===== config.mk =====
export PLATFORM = sky130hd
export DESIGN_NAME = ucsr_ctrl
export DESIGN_NICKNAME = d
export VERILOG_FILES = /design/src/rtl/ucsr_pkg.sv /design/src/rtl/ucsr_ctrl.sv
export SDC_FILE = /design/constraint.sdc
export NUM_CORES = 1
export LEC_CHECK = 0
export BUFFER_PORTS_ARGS = -buffer_cell sky130_fd_sc_hd__buf_2
export CAP_MARGIN = 20
export CELL_PAD_IN_SITES_DETAIL_PLACEMENT = 2
export CELL_PAD_IN_SITES_GLOBAL_PLACEMENT = 2
export CORE_MARGIN = 1.5
export CORE_UTILIZATION = 28
export DETAILED_ROUTE_END_ITERATION = 12
export HOLD_SLACK_MARGIN = 0.08
export PLACE_DENSITY_LB_ADDON = 0.1
export SLEW_MARGIN = 10
export SYNTH_ARGS = -nofsm -noshare
export SYNTH_HDL_FRONTEND = slang
export SYNTH_SLANG_ARGS = --single-unit

===== constraint.sdc =====
create_clock -name clk -period 1.7 [get_ports clk]
set_input_delay 0.17 -clock clk [delete_from_list [all_inputs] [get_ports clk]]
set_output_delay 0.17 -clock clk [all_outputs]
set_load 0.02 [all_outputs]

===== src/rtl/ucsr_pkg.sv =====
// Shared types and constants for the undirected CSR builder.
package ucsr_pkg;

  localparam int VW = 10;
  localparam int EW = 12;
  localparam int AW = 13;
  localparam int PW = 14;
  localparam int MAX_VERTICES = 1024;
  localparam int MAX_EDGES = 4096;

  typedef enum logic [1:0] {
    CMD_ADD   = 2'd0,
    CMD_BUILD = 2'd1,
    CMD_RDPTR = 2'd2,
    CMD_RDADJ = 2'd3
  } cmd_t;

  typedef enum logic [1:0] {
    ST_OK       = 2'd0,
    ST_VERTEX   = 2'd1,
    ST_FULL     = 2'd2,
    ST_INDEX    = 2'd3
  } status_t;

  typedef struct packed {
    logic [1:0]    command;
    logic [VW-1:0] src_vertex;
    logic [VW-1:0] dst_vertex;
    logic [AW-1:0] read_index;
  } in_item_t;

  typedef struct packed {
    logic [1:0]    status;
    logic [PW-1:0] pointer_value;
    logic [VW-1:0] entry_src;
    logic [VW-1:0] entry_dst;
    logic [VW:0]   vertex_count;
    logic [PW-1:0] entry_count;
  } out_item_t;

  // controller -> datapath
  typedef struct packed {
    logic accept;      // latch item and start its op
    logic clr_deg;     // clear pass over degree memory
    logic scan;        // prefix-sum step
    logic scat;        // scatter step (phase in sub)
    logic sub;         // 0: src half, 1: dst half
    logic finish;      // mark built, emit result
    logic respond;     // emit result of read/add
    logic [VW-1:0] vaddr;
    logic [EW-1:0] eaddr;
  } ctl_t;

  typedef struct packed {
    logic [EW:0]   edges;
    logic [VW:0]   nverts;
  } sts_t;

endpackage


===== src/rtl/ucsr_ctrl.sv =====
// Controller: sequences clear, add, read and build phases.
module ucsr_ctrl import ucsr_pkg::*; (
  input  logic     clk,
  input  logic     rst_n,
  input  logic     start,
  input  logic [1:0] cmd,
  input  sts_t     sts,
  output logic     busy,
  output ctl_t     ctl
);
  typedef enum logic [6:0] {
    S_CLR  = 7'b0000001,
    S_IDLE = 7'b0000010,
    S_WAIT = 7'b0000100,
    S_SCAN = 7'b0001000,
    S_SCAT = 7'b0010000,
    S_DRN  = 7'b0100000,
    S_DONE = 7'b1000000
  } state_t;

  state_t st_r, st_nxt;
  logic [VW:0] cnt_r, cnt_nxt;
  logic [EW:0] ecnt_r, ecnt_nxt;
  logic sub_r, sub_nxt;
  logic [1:0] wt_r, wt_nxt;

  always_comb begin
    st_nxt = st_r;
    cnt_nxt = cnt_r;
    ecnt_nxt = ecnt_r;
    sub_nxt = sub_r;
    wt_nxt = wt_r;
    ctl = '0;
    ctl.vaddr = cnt_r[VW-1:0];
    ctl.eaddr = ecnt_r[EW-1:0];
    ctl.sub = sub_r;
    busy = 1'b1;
    case (st_r)
      S_CLR: begin
        ctl.clr_deg = 1'b1;
        cnt_nxt = cnt_r + 1'b1;
        if (cnt_r == (VW+1)'(MAX_VERTICES - 1)) begin
          st_nxt = S_IDLE;
          cnt_nxt = '0;
        end
      end
      S_IDLE: begin
        busy = 1'b0;
        if (start) begin
          ctl.accept = 1'b1;
          if (cmd == CMD_BUILD) begin
            st_nxt = S_SCAN;
            cnt_nxt = '0;
          end else begin
            ctl.respond = 1'b1;
            st_nxt = S_WAIT;
            wt_nxt = 2'd2;
          end
        end
      end
      S_WAIT: begin
        wt_nxt = wt_r - 1'b1;
        if (wt_r == 2'd1) begin
          st_nxt = S_IDLE;
        end
      end
      S_SCAN: begin
        if (cnt_r == sts.nverts) begin
          st_nxt = S_SCAT;
          ecnt_nxt = '0;
          sub_nxt = 1'b0;
        end else begin
          ctl.scan = 1'b1;
          cnt_nxt = cnt_r + 1'b1;
        end
      end
      S_SCAT: begin
        if (ecnt_r == sts.edges) begin
          st_nxt = S_DRN;
          wt_nxt = 2'd3;
        end else begin
          ctl.scat = 1'b1;
          sub_nxt = !sub_r;
          if (sub_r) begin
            ecnt_nxt = ecnt_r + 1'b1;
          end
        end
      end
      S_DRN: begin
        wt_nxt = wt_r - 1'b1;
        if (wt_r == 2'd1) begin
          st_nxt = S_DONE;
        end
      end
      S_DONE: begin
        ctl.finish = 1'b1;
        st_nxt = S_IDLE;
      end
      default: st_nxt = S_IDLE;
    endcase
  end

  always_ff @(posedge clk) begin
    if (!rst_n) begin
      st_r <= S_CLR;
      cnt_r <= '0;
      ecnt_r <= '0;
      sub_r <= 1'b0;
      wt_r <= '0;
    end else begin
      st_r <= st_nxt;
      cnt_r <= cnt_nxt;
      ecnt_r <= ecnt_nxt;
      sub_r <= sub_nxt;
      wt_r <= wt_nxt;
    end
  end

`ifndef SYNTHESIS
  a_no_accept_busy: assert property (@(posedge clk) disable iff (!rst_n)
    busy |-> !ctl.accept) else $error("accept while busy");
  a_scan_bound: assert property (@(posedge clk) disable iff (!rst_n)
    ctl.scan |-> cnt_r < sts.nverts) else $error("scan past vertices");
  a_scat_bound: assert property (@(posedge clk) disable iff (!rst_n)
    ctl.scat |-> ecnt_r < sts.edges) else $error("scatter past edges");
`endif
endmodule


==> run summary, run 1 <==
Setup repair after global routing could not meet its margin everywhere. The tree is rooted in a sky130_fd_sc_hd__clkbuf_8. For the finished layout, the period the worst path requires is 2.00 ns.

In this run the critical register-to-register path is launched from cnt_r[10]$_SDFFE_PN0P_. The via count of the first global-routing pass came out at 3154. The adder-cell share of the synthesized area is 1.53%, and the combined area of all synthesized cells is 2450 µm². The die is 96.6 µm tall. For the number of hold buffers added after CTS, the log shows 0.

In the global route stage, met3 resource usage came out at 3.05%. The detailed router placed 2903 vias in this run. On the final layout, the worst hold slack is 0.245 ns. The signal on the critical path passes through xnor2_2 > nand4_1 > buf_4 > o311ai_4 > buf_4 > a21oi_4 > buf_4 > o21ai_1 > a32o_1. Dividing the detail-routed via count by the number of cells gives 5.39.

The tools report the deepest clock path buffer count as 2. The share of the synthesized area in the top cell type is 27.8%, and the maximum operating frequency is 0.501 GHz. The post-synthesis to final-layout area growth was 70.4%. met2 is the most crowded layer.

TritonCTS built the clock tree. The logs give 465 for the final net count and 0 for the final antenna-violating net count. The routed design has 12900 µm of wire. 59 I/O pins were placed. In this run the number of cells on the critical path is 9.

The tools report the initial antenna violation count as 0. Setup slack on the worst reg-to-reg path comes out at -0.30 ns. The largest individual stage delay along the critical path comes from the cell sky130_fd_sc_hd__dfxtp_4. The final design area excluding fillers is 4180 µm², and the share of flip-flops with an asynchronous set or reset is 0%. The leakage power was 0.00187 µW. Type of the worst setup path: register to register. In this run the power density over the cells is 623 nW/µm². The cell with the most instances on the worst path was sky130_fd_sc_hd__buf_4. Once detailed placement completed, the half-perimeter wirelength came to 6750 µm.

STA classifies the critical path startpoint as a register. The tools report the number of setup violations in the final report as 38. After Yosys synthesis, and, or, nand and nor cells account for 30.3% of the synthesized area. The tightest min-delay check is of the primary input to register type.

Across the VDD grid, the largest voltage drop is 0.000373 V. The flow ran to the end, but the final reports show violations. The most frequently used cell type in the post-synthesis netlist is sky130_fd_sc_hd__dfxtp_1.

Across the run, the number of max-cap violations was 0. The tools report the total iterations of the first detailed-routing run as 4. The met2 routing resource usage after global routing came out at 46.4%.

Together, buffers and inverters on the worst path number 3. Counting every net in the synthesized netlist gives 324. The worst-case reg-to-reg path depth was 9; the insertion delay to the later sink of the worst-skew pair was 0.30 ns. Following the worst setup path forward leads to its endpoint at cnt_r[3]$_SDFFE_PN0P_. For this configuration, the core starts out at a cell density of 29.4%.

The first global-routing pass estimated 17300 µm of wire. Among all flip-flop cells after synthesis, the most frequent one is sky130_fd_sc_hd__dfxtp_1. The hold violation count in the final report was 0. Number of input and output port buffers inserted: 58.

Cells with a size suffix above 1 make up 61.8% of the layout. The largest total area in the synthesized netlist belongs to sky130_fd_sc_hd__dfxtp_1. The logs give 8340 µm² for the area of the core and 0.746 for the routability congestion estimate from global placement. The logs give 33 for the maximum number of pins on one net before global-route repair and 0 for the global route total overflow. The horizontal die dimension is 96.6 µm, and the complex-gate fraction of the synthesized area is 19.9%. The post-synthesis share of cell area spent on xor and xnor gates is 8.93%. The clock drives 34 sinks. The worst path uses 117% of the clock period.

Of all nets on the critical path, the largest fanout is 6. After detailed routing, the average wire length per cell comes to 23.9 µm. Broken down by cell family, the worst path's largest delay share belongs to compound AO/OA/AOI/OAI gates. The worst slew margin relative to its limit is 66.6%, and the largest stage delay on the critical path is 0.37 ns.

For this run, design rule violations remaining after detail routing come to 0. After synthesis, the netlist uses 63 different library cells. The synthesized area per cell is 8.39 µm². The tools report the total die area as 9320 µm². On the final layout, the worst clock skew is 0.0131 ns. The DRC marker count from the first detailed-route iteration came out at 97.

The checks that failed: setup timing. The tools report the arrival time of data at the critical path endpoint as 2.24 ns. After synthesis, the largest family of logic cells by area is simple AND/OR/NAND/NOR gates. The endpoint kind of the worst setup timing path is a register. The number of synthesized register bits is 34. At the pin with the least slew margin, the transition time is 0.501 ns. After detailed placement, the total cell area comes to 3130 µm². After synthesis, flip-flops and latches occupy 27.8% of the total area. The count of final max-slew check failures was 0; the critical path required time was 1.94 ns. The synthesized design contains 0 enable-type register cells. The endpoint identified for the worst register-to-register timing path is cnt_r[3]$_SDFFE_PN0P_. The critical path starts at cnt_r[10]$_SDFFE_PN0P_. Ranked by total cell area, the synthesized netlist is headed by sky130_fd_sc_hd__dfxtp_1 (28%), sky130_fd_sc_hd__buf_4 (7.7%), sky130_fd_sc_hd__xnor2_1 (5.7%). For the total number of yosys warnings, the log shows 0. Across every metal layer, demand over resource in global routing totals 24.9%. The clock input transition at the sequential cells of the worst setup and hold paths works out to 0.09 ns.

The final worst slack was -0.296 ns; the post-synthesis mux area share was 0.817%. 0 antenna diodes ended up in the layout. The floorplan has 33 rows. The H-tree was split into 2 levels. By count the netlist is led by sky130_fd_sc_hd__dfxtp_1 (34), sky130_fd_sc_hd__nand2_1 (32), sky130_fd_sc_hd__buf_4 (25). Global routing consumed, on the met1 layer, 30.2% of the routing resources. Number of buffers inserted during clock tree synthesis: 5.

Synthesis handed over a netlist of 292 instances.
## layout make-up
type,count,area (µm²)
Clock inverter,1,5.00
Fill cell,895,4160
Clock buffer,7,86.3
Inverter,7,26.3
Sequential cell,34,734
Multi-Input combinational cell,217,1920
Timing Repair Buffer,168,1270
Tap cell,105,131
## metrics by stage
stage          utilization, %  cells   TNS, ns  setup WS (ns)  total power [µW]
3_3_place_gp             37.6    485     -6.03         -0.320              1440
3_5_place_dp             37.6    485     -7.77         -0.353              1460
2_1_floorplan               -    292  -0.00568       -0.00568              1200
6_report                 50.1    539     -6.62         -0.296              2600
4_1_cts                  46.3    528     -3.18         -0.222              2390
5_1_grt                  50.1    539     -9.33         -0.355              2700
## layer usage
layer,vias up,part of all wire (%)
li1,1334,-
met1,1444,41
met2,101,52
met3,24,4.4
met4,0,2.5
met5,-,0
## sequential cells by signal, summed over array words and instances, names as in the netlist
name    cells
cnt_r      11
ecnt_r     13
wt_r        2
sub_r       1
st_r        7
## cell families after synthesis
| kind of cell | after synthesis |
|---|---|
| simple gates | 123 |
| fa+ha+maj | 3 |
| buf+inv | 42 |
| xor+xnor | 25 |
| mux | 2 |
| compound gates | 63 |
| flops | 34 |
## cells in the final DEF (no fill, tap or decap), types with 3 or more instances in the layout
cell type	count
sky130_fd_sc_hd__buf_6	34
sky130_fd_sc_hd__and3_1	3
sky130_fd_sc_hd__nor4_4	3
sky130_fd_sc_hd__nand4_1	12
sky130_fd_sc_hd__a21o_1	3
sky130_fd_sc_hd__dfxtp_2	13
sky130_fd_sc_hd__and4b_2	3
sky130_fd_sc_hd__or3_1	4
sky130_fd_sc_hd__dfxtp_4	10
sky130_fd_sc_hd__a21oi_4	3
sky130_fd_sc_hd__a32o_1	8
sky130_fd_sc_hd__nand2_4	6
sky130_fd_sc_hd__xor2_2	4
sky130_fd_sc_hd__xor2_1	5
sky130_fd_sc_hd__nand2_1	28
sky130_fd_sc_hd__o21ai_1	10
sky130_fd_sc_hd__o21ai_0	5
sky130_fd_sc_hd__dfxtp_1	11
sky130_fd_sc_hd__nor3b_1	4
sky130_fd_sc_hd__clkbuf_8	6
sky130_fd_sc_hd__inv_1	5
sky130_fd_sc_hd__nand3_1	10
sky130_fd_sc_hd__nor2_4	3
sky130_fd_sc_hd__a21oi_2	5
sky130_fd_sc_hd__o211ai_1	3
sky130_fd_sc_hd__xnor2_2	7
sky130_fd_sc_hd__o32a_1	3
sky130_fd_sc_hd__buf_2	51
sky130_fd_sc_hd__xnor2_1	9
sky130_fd_sc_hd__buf_4	82
sky130_fd_sc_hd__nor3_1	4
sky130_fd_sc_hd__a21oi_1	3
sky130_fd_sc_hd__nor2_1	13
## where the power goes
group	internal, µW	leakage, µW	switching (µW)
logic	522	0.00153	535
registers	827	0.000288	41.4
clock network	328	0.0000482	351
total	1680	0.00187	927
## worst min-delay path, cell delays in order
cell                      delay (ns)
sky130_fd_sc_hd__buf_2          0.09
sky130_fd_sc_hd__nor2b_1        0.08
sky130_fd_sc_hd__a21oi_2        0.12
sky130_fd_sc_hd__nor2_1         0.05
## worst min-delay path by stage
stage,from,endpoint,cells past startpoint,slack (ns)
floorplan,cmd[1],st_r[3]$_SDFFE_PN0P_,3,0.40
global placement,wt_r[1]$_SDFFE_PN0P_,wt_r[1]$_SDFFE_PN0P_,2,0.47
detailed placement,wt_r[1]$_SDFFE_PN0P_,wt_r[1]$_SDFFE_PN0P_,2,0.48
CTS,cmd[1],st_r[3]$_SDFFE_PN0P_,4,0.24
global route,cmd[1],st_r[3]$_SDFFE_PN0P_,4,0.28
finish,cmd[1],st_r[3]$_SDFFE_PN0P_,4,0.25
## repair_timing
item | CTS | global route
hold endpoints to repair | 0 | 0
gates resized for setup | 98 | 46
buffers inserted | 34 | 14
setup endpoints to repair | 38 | 40
cloned | 1 | 0
pin swaps | 53 | 22
No activity file was read; power rests on OpenSTA's default activity.
==> run 2: changes to the inputs <==
--- a/config.mk
+++ b/config.mk
@@ -9,6 +9,7 @@
 export CAP_MARGIN = 20
 export CELL_PAD_IN_SITES_DETAIL_PLACEMENT = 2
 export CELL_PAD_IN_SITES_GLOBAL_PLACEMENT = 2
+export CORE_ASPECT_RATIO = 1.25
 export CORE_MARGIN = 1.5
 export CORE_UTILIZATION = 28
 export DETAILED_ROUTE_END_ITERATION = 12
@@ -18,3 +19,4 @@
 export SYNTH_ARGS = -nofsm -noshare
 export SYNTH_HDL_FRONTEND = slang
 export SYNTH_SLANG_ARGS = --single-unit
+export TNS_END_PERCENT = 5
==> run 2 against run 1 <==
The run still ends with setup timing left. Sequential share of layout area up 2.0 points. Sequential power about the same. Global-route usage shrank 4.3 points.
==> run summary, run 2 (same netlist as run 1, synthesis figures left out) <==
The completed layout was analyzed and its total power is 2310 µW. The tools report the beginning of the critical path as ecnt_r[4]$_SDFFE_PN0P_. Final hold analysis gives a worst-case slack of 0.198 ns. The tools report the worst slew margin relative to its limit as 71.1%. STA classifies the critical path endpoint as a register. For this run, the post-layout net count is 427.

The internal reg-to-reg setup slack was -0.21 ns; the final critical delay including setup and external delays was 1.91 ns. The library cells used most frequently in the layout, excluding fill and tap cells, are sky130_fd_sc_hd__buf_4 (64), sky130_fd_sc_hd__buf_2 (53), sky130_fd_sc_hd__nand2_1 (28), sky130_fd_sc_hd__dfxtp_1 (20), sky130_fd_sc_hd__xnor2_1 (15). The number of input and output port buffers inserted is 58. At the worst endpoint, the arrival time is 2.11 ns. In this run the worst path has a maximum fanout of 7.

Relative to the synthesized area, the layout overhead comes to 46.1%. The core region is 8610 µm². Global routing used 20.7% of the available tracks across all layers. The analysis attributes to cell leakage a power of 0.00162 µW. Measured along the x axis, the die boundary spans 86.7 µm. The library cell used most frequently in the layout, excluding fill and tap cells, is sky130_fd_sc_hd__buf_4.

Entering global routing, the biggest net connects 33 pins. The clock drives 34 sinks. The longest clock path from root to sink contains 2 buffers. The initialized floorplan defines 38 standard-cell rows. The number of placed instances, taps included, is 502. The run gives 0 as the global route total overflow. The total wire length was 9210 µm. The end of the worst register-to-register path is ecnt_r[2]$_SDFFE_PN0P_. Cells with a size suffix above 1 make up 50.5% of the layout. The wire length of the first global-routing pass was 14600 µm; the count of final max-slew check failures was 0. For this run, the detailed router's first-pass iteration total came to 4. The path class of the tightest hold or removal check is primary input to register. The checks that failed: setup timing.

For the number of setup violations in the final report, the log shows 33. The DRC marker count from the first detailed-route iteration was 35. Setup repair after global routing could not meet its margin everywhere. The largest registers in the layout are ecnt_r x13, cnt_r x11, st_r x7. At the pin with the least slew margin, the transition time is 0.432 ns.

The hold violation count in the final report was 0. The routability congestion estimate from global placement was 0.833. The register with the most flip-flops in the final layout is ecnt_r. Buffers inserted to repair hold after CTS numbered 0. The worst-case reg-to-reg path depth was 8. Summing over every cut layer, the via total after detailed routing is 2602. Timing would allow up to 0.522 GHz. The via count of the first global-routing pass is 2829.

The floorplan step defined a die boundary enclosing 9330 µm². The most critical setup path has its endpoint at ecnt_r[2]$_SDFFE_PN0P_. The nature of the critical path startpoint was a register. After clock tree synthesis, the clock-pin slew on the worst setup and hold paths is 0.08 ns. Cell area power density: 646 nW/µm². The per-cell via count in the routed design is 5.04. The average routed wire per standard cell was 17.8 µm. The run finished, with violations left. The logs give -0.214 ns for the final worst slack and 0 for the DRC violations left. Insertion delay to the later sink of the worst-skew pair: 0.31 ns.

Max-cap check violation count: 0. For the final antenna-violating net count, the log shows 0. Buffers inserted during clock tree synthesis total 5.

The number of H-tree branching levels is 2. The root buffer cell chosen for the clock tree is sky130_fd_sc_hd__clkbuf_8. The clock arrives with 0.00681 ns of skew. TritonCTS built the clock tree. The critical path is of the register to register type. The run gives 0 as the initial antenna violation count. The starting utilization of the core area is 28.5%, and the part of the cycle the worst path needs is 113%.

At the worst endpoint, the required time is 1.90 ns. The pre-CTS worst setup slack was -0.298 ns; the number of antenna cells inserted was 0. The number of fillers in the final layout was 976.

In this run the critical register-to-register path is launched from ecnt_r[4]$_SDFFE_PN0P_. For this run, the share of the core covered by cells in the final layout is 41.6%. In this run the count of I/O pins placed on the die edge is 59.

The flip-flop count of the largest register after layout works out to 13. The logs give 0.000361 V for the worst IR drop on VDD and 6840 µm for the estimated wirelength of the detail-placed design. The die boundary height was 108 µm. Leaving out filler cells and counting taps, the final layout contains 516.
==> run 2: layout make-up <==
class                           count  area (µm²)  share of cell area [%]
Tap cell                          120         150                    4.19
Timing Repair Buffer              131         921                    25.7
Inverter                            7        26.3                   0.733
Clock buffer                        5        68.8                    1.92
Sequential cell                    34         701                    19.6
Multi-Input combinational cell    216        1680                    46.8
Clock inverter                      3        40.0                    1.12
==> run 2: per-stage QoR <==
step	instance area (µm²)	TNS (ns)
global placement	3180	-3.41
detailed placement	3180	-4.58
floorplan	2460	-0.00568
CTS	3480	-4.52
finish	3580	-4.09
global route	3580	-7.04
==> run 2: routing by layer <==
metal  track usage (%)  wire [µm]
met5                 0          0
met4              5.53        140
met2              40.4       5110
met1              22.7       3690
met3              2.91        261
==> run 2: worst max-delay path, stage by stage, from the launching register on <==
cell and delay (ns):
sky130_fd_sc_hd__dfxtp_2 0.34, sky130_fd_sc_hd__xor2_2 0.15, sky130_fd_sc_hd__nor4_2 0.30, sky130_fd_sc_hd__nand4_2 0.22, sky130_fd_sc_hd__buf_12 0.20, sky130_fd_sc_hd__o211ai_4 0.24, sky130_fd_sc_hd__buf_12 0.15, sky130_fd_sc_hd__nand3b_1 0.12
sky130_fd_sc_hd__o21ai_2 0.07
==> run 2: power by group <==
part	internal, µW	switching, µW	leakage, µW
Clock	432	351	0.0000579
Sequential	828	37.8	0.000282
Combinational	322	343	0.00128
==> run 2: repair_timing <==
action / CTS / global route
pin swaps: 19 / 15
resized for setup: 37 / 28
endpoints found under the setup margin: 37 / 38
buffers inserted: 6 / 0
==> run 2: worst min-delay path by stage <==
stage | startpoint | to | slack (ns) | depth (start not counted)
finish | cmd[1] | st_r[3]$_SDFFE_PN0P_ | 0.20 | 4
global route | cmd[1] | st_r[3]$_SDFFE_PN0P_ | 0.22 | 4
CTS | cmd[1] | st_r[3]$_SDFFE_PN0P_ | 0.20 | 4
detailed placement | wt_r[1]$_SDFFE_PN0P_ | wt_r[1]$_SDFFE_PN0P_ | 0.49 | 2
global placement | wt_r[1]$_SDFFE_PN0P_ | wt_r[1]$_SDFFE_PN0P_ | 0.47 | 2
floorplan | cmd[1] | st_r[3]$_SDFFE_PN0P_ | 0.40 | 3
==> run 3: changes to the inputs <==
--- a/config.mk
+++ b/config.mk
@@ -11,7 +11,7 @@
 export CELL_PAD_IN_SITES_GLOBAL_PLACEMENT = 2
 export CORE_ASPECT_RATIO = 1.25
 export CORE_MARGIN = 1.5
-export CORE_UTILIZATION = 28
+export CORE_UTILIZATION = 34
 export DETAILED_ROUTE_END_ITERATION = 12
 export HOLD_SLACK_MARGIN = 0.08
 export PLACE_DENSITY_LB_ADDON = 0.1
==> constraint.sdc (replaced) <==
create_clock -name clk -period 2.3 [get_ports clk]
set_input_delay 0.23 -clock clk [delete_from_list [all_inputs] [get_ports clk]]
set_output_delay 0.23 -clock clk [all_outputs]
set_load 0.02 [all_outputs]
==> run 3 against run 2 <==
The flow now finishes without violations. Cell area decreased by 21%. Core utilization is 0.83 points lower. Largest power group unchanged. Worst hold slack better by 0.055 ns. Cell count decreased by 16%. Flip-flop and latch count is the same. Highest routed layer unchanged. Clock skew about the same.
==> run summary, run 3 (same netlist as run 1, synthesis figures left out) <==
The post-synthesis to final-layout area growth was 16.1%. The repair_antennas step left the layout with diodes totalling 0. The count of pins on the block boundary was 59. After detailed routing, the number of vias per cell comes to 5.52. The total iterations of the first detailed-routing run is 4.

The logs give 0 for the initial antenna violation count and 0.760 for the routability congestion estimate from global placement. The actual transition at the worst max-transition pin is 0.681 ns, and the final antenna-violating net count is 0. The proportion of total power due to net switching was 32.6%; the count of vias placed by the detailed router was 2381.

The via count of the first global-routing pass came out at 2593. Leaving out fill and tap cells, the most frequent cells in the layout are sky130_fd_sc_hd__buf_2 (58), sky130_fd_sc_hd__dfxtp_1 (34), sky130_fd_sc_hd__nand2_1 (32), sky130_fd_sc_hd__buf_4 (19), sky130_fd_sc_hd__xnor2_1 (16). The number of clock buffers added by TritonCTS is 5.

Deepest clock path buffer count: 2. The all-layer global routing usage is 21.0%, and the switching power is 459 µW. The tools report the number of cells in the finished layout apart from fillers as 431.

The run gives 373 as the final net count. Largest fanout on the critical path: 6. Of the cells placed in the final design, the portion with a size suffix greater than 1 is 31.1%.

Derived from the worst setup path, the maximum achievable clock frequency is 0.459 GHz. The run gives 0 as the global route total overflow. More flip-flops sit in one register than any other, and that register is ecnt_r. Maximum number of pins on one net before global-route repair: 22.

The leading cell type in the layout, fill and taps excluded is sky130_fd_sc_hd__buf_2. The clock drives 34 sinks. The cell sitting at the root of the clock tree is a sky130_fd_sc_hd__clkbuf_8. The tools report the max-cap check violation count as 0. The path class of the tightest hold or removal check is primary input to register.

Clock input transition at the sequential cells of the worst setup and hold paths: 0.07 ns. The worst setup path is launched from a register. The total wire length came out at 7680 µm. The setup path with the least slack is of type register to primary output. STA puts the critical path data required time at 2.07 ns. The number of placement rows was 34; the cell area power density was 494 nW/µm². The worst pin sits at a relative slew slack of 54.6%.

The total area inside the core boundary comes to 6980 µm². In this run the horizontal extent of the chip is 78.9 µm. The number of input and output port buffers inserted was 58. Registers are responsible for 46.1% of the overall power. After legalization and detailed placement, the total HPWL measured 5900 µm.

After the first detailed-routing iteration, the DRC count stood at 52. The tools report the hold violation count in the final report as 0. The largest registers in the layout are ecnt_r x13, cnt_r x11, st_r x7. For the number of H-tree branching levels, the log shows 2. The first global-routing pass estimated 12700 µm of wire. The part of the cycle the worst path needs came out at 94.8%. The logs give 0.00678 ns for the largest clock skew in the final design and 0.00126 µW for the leakage power. The final design area excluding fillers is 2850 µm². The logs give 0.253 ns for the final hold slack and 2720 µm² for the post-detailed-placement cell area. The logs give 0 for the count of final max-slew check failures and 1.95 ns for the arrival time of data at the critical path endpoint. Buffers inserted to repair hold after CTS numbered 0. The number of setup violations in the final report was 0. The later pin in the worst-skew pair is clocked with a latency of 0.30 ns. The die boundary height works out to 97.9 µm. Internal power comes to 948 µW. The final critical delay including setup and external delays works out to 2.18 ns.

After detailed routing, the average wire length per cell comes to 17.8 µm. Flip-flop count of the largest register after layout: 13. The flow ran to the end, and the final reports show no timing, DRC or antenna violations. Across the VDD grid, the largest voltage drop is 0.000325 V. TritonCTS built the clock tree. The clock network burns 31.4% of the power. Once placement completed, the tool counted placed cells totaling 419. The worst setup path is captured at a primary output. The combinational power share was 22.5%.

The total die area is 7730 µm². For this run, design rule violations remaining after detail routing come to 0. The initial utilization of the core area, before any placement, comes to 35.1%.
## run 3: path summary, 6_finish.rpt
check,endpoint,cells past startpoint,startpoint,slack (ns)
max,ctl[25],6,ecnt_r[0]$_SDFFE_PN0P_,0.12
min reg2reg,wt_r[1]$_SDFFE_PN0P_,2,wt_r[1]$_SDFFE_PN0P_,0.51
max reg2reg,cnt_r[3]$_SDFFE_PN0P_,6,cnt_r[2]$_SDFFE_PN0P_,0.26
min,st_r[0]$_SDFFE_PN1P_,2,rst_n,0.25
## run 3: cell type report
class / count / area [µm²]
fill: 855 / 4130
multi-input combinational: 216 / 1520
sequential: 34 / 681
timing repair buffer: 77 / 433
tap: 90 / 113
clock buffer: 7 / 76.3
inverter: 7 / 26.3
## run 3: per-layer routing
layer  part of all wire [%]  track usage, %  up-vias
met5                      0               0        -
met4                    1.6            6.75        0
met3                    3.4            3.64        9
met2                     52            38.5       53
met1                     43            24.2     1168
li1                       -               -     1151
## run 3: power by group through the flow
stage | sequential (µW) | combinational (µW) | clock [µW]
global placement | 660 | 315 | 0
floorplan | 654 | 230 | 0
finish | 648 | 317 | 442
CTS | 650 | 323 | 459
global route | 655 | 352 | 486
detailed placement | 663 | 321 | 0
## run 3: worst max-delay path, stage by stage (launching register included)
cell and delay (ns):
sky130_fd_sc_hd__dfxtp_1 0.37, sky130_fd_sc_hd__xor2_1 0.19, sky130_fd_sc_hd__nor4_1 0.35, sky130_fd_sc_hd__nand3_2 0.24
sky130_fd_sc_hd__o21ai_4 0.28, sky130_fd_sc_hd__inv_1 0.07, sky130_fd_sc_hd__buf_2 0.16
## run 3: repair_timing
| item | CTS | global route |
|---|---|---|
| gates cloned | 0 | 0 |
| endpoints found under the setup margin | 1 | 1 |
| setup buffers | 0 | 5 |
| gates resized for setup | 1 | 1 |
| pin swaps | 0 | 1 |
## run 3: through the flow
step | worst slack, ns | power (µW) | TNS (ns) | utilization, %
after floorplan | 0.554 | 884 | 0 | -
after global placement | 0.300 | 976 | 0 | 39.0
after detailed placement | 0.246 | 984 | 0 | 39.0
after CTS | 0.0318 | 1430 | 0 | 40.2
after global routing | -0.00360 | 1490 | -0.00360 | 40.8
final | 0.119 | 1410 | 0 | 40.8
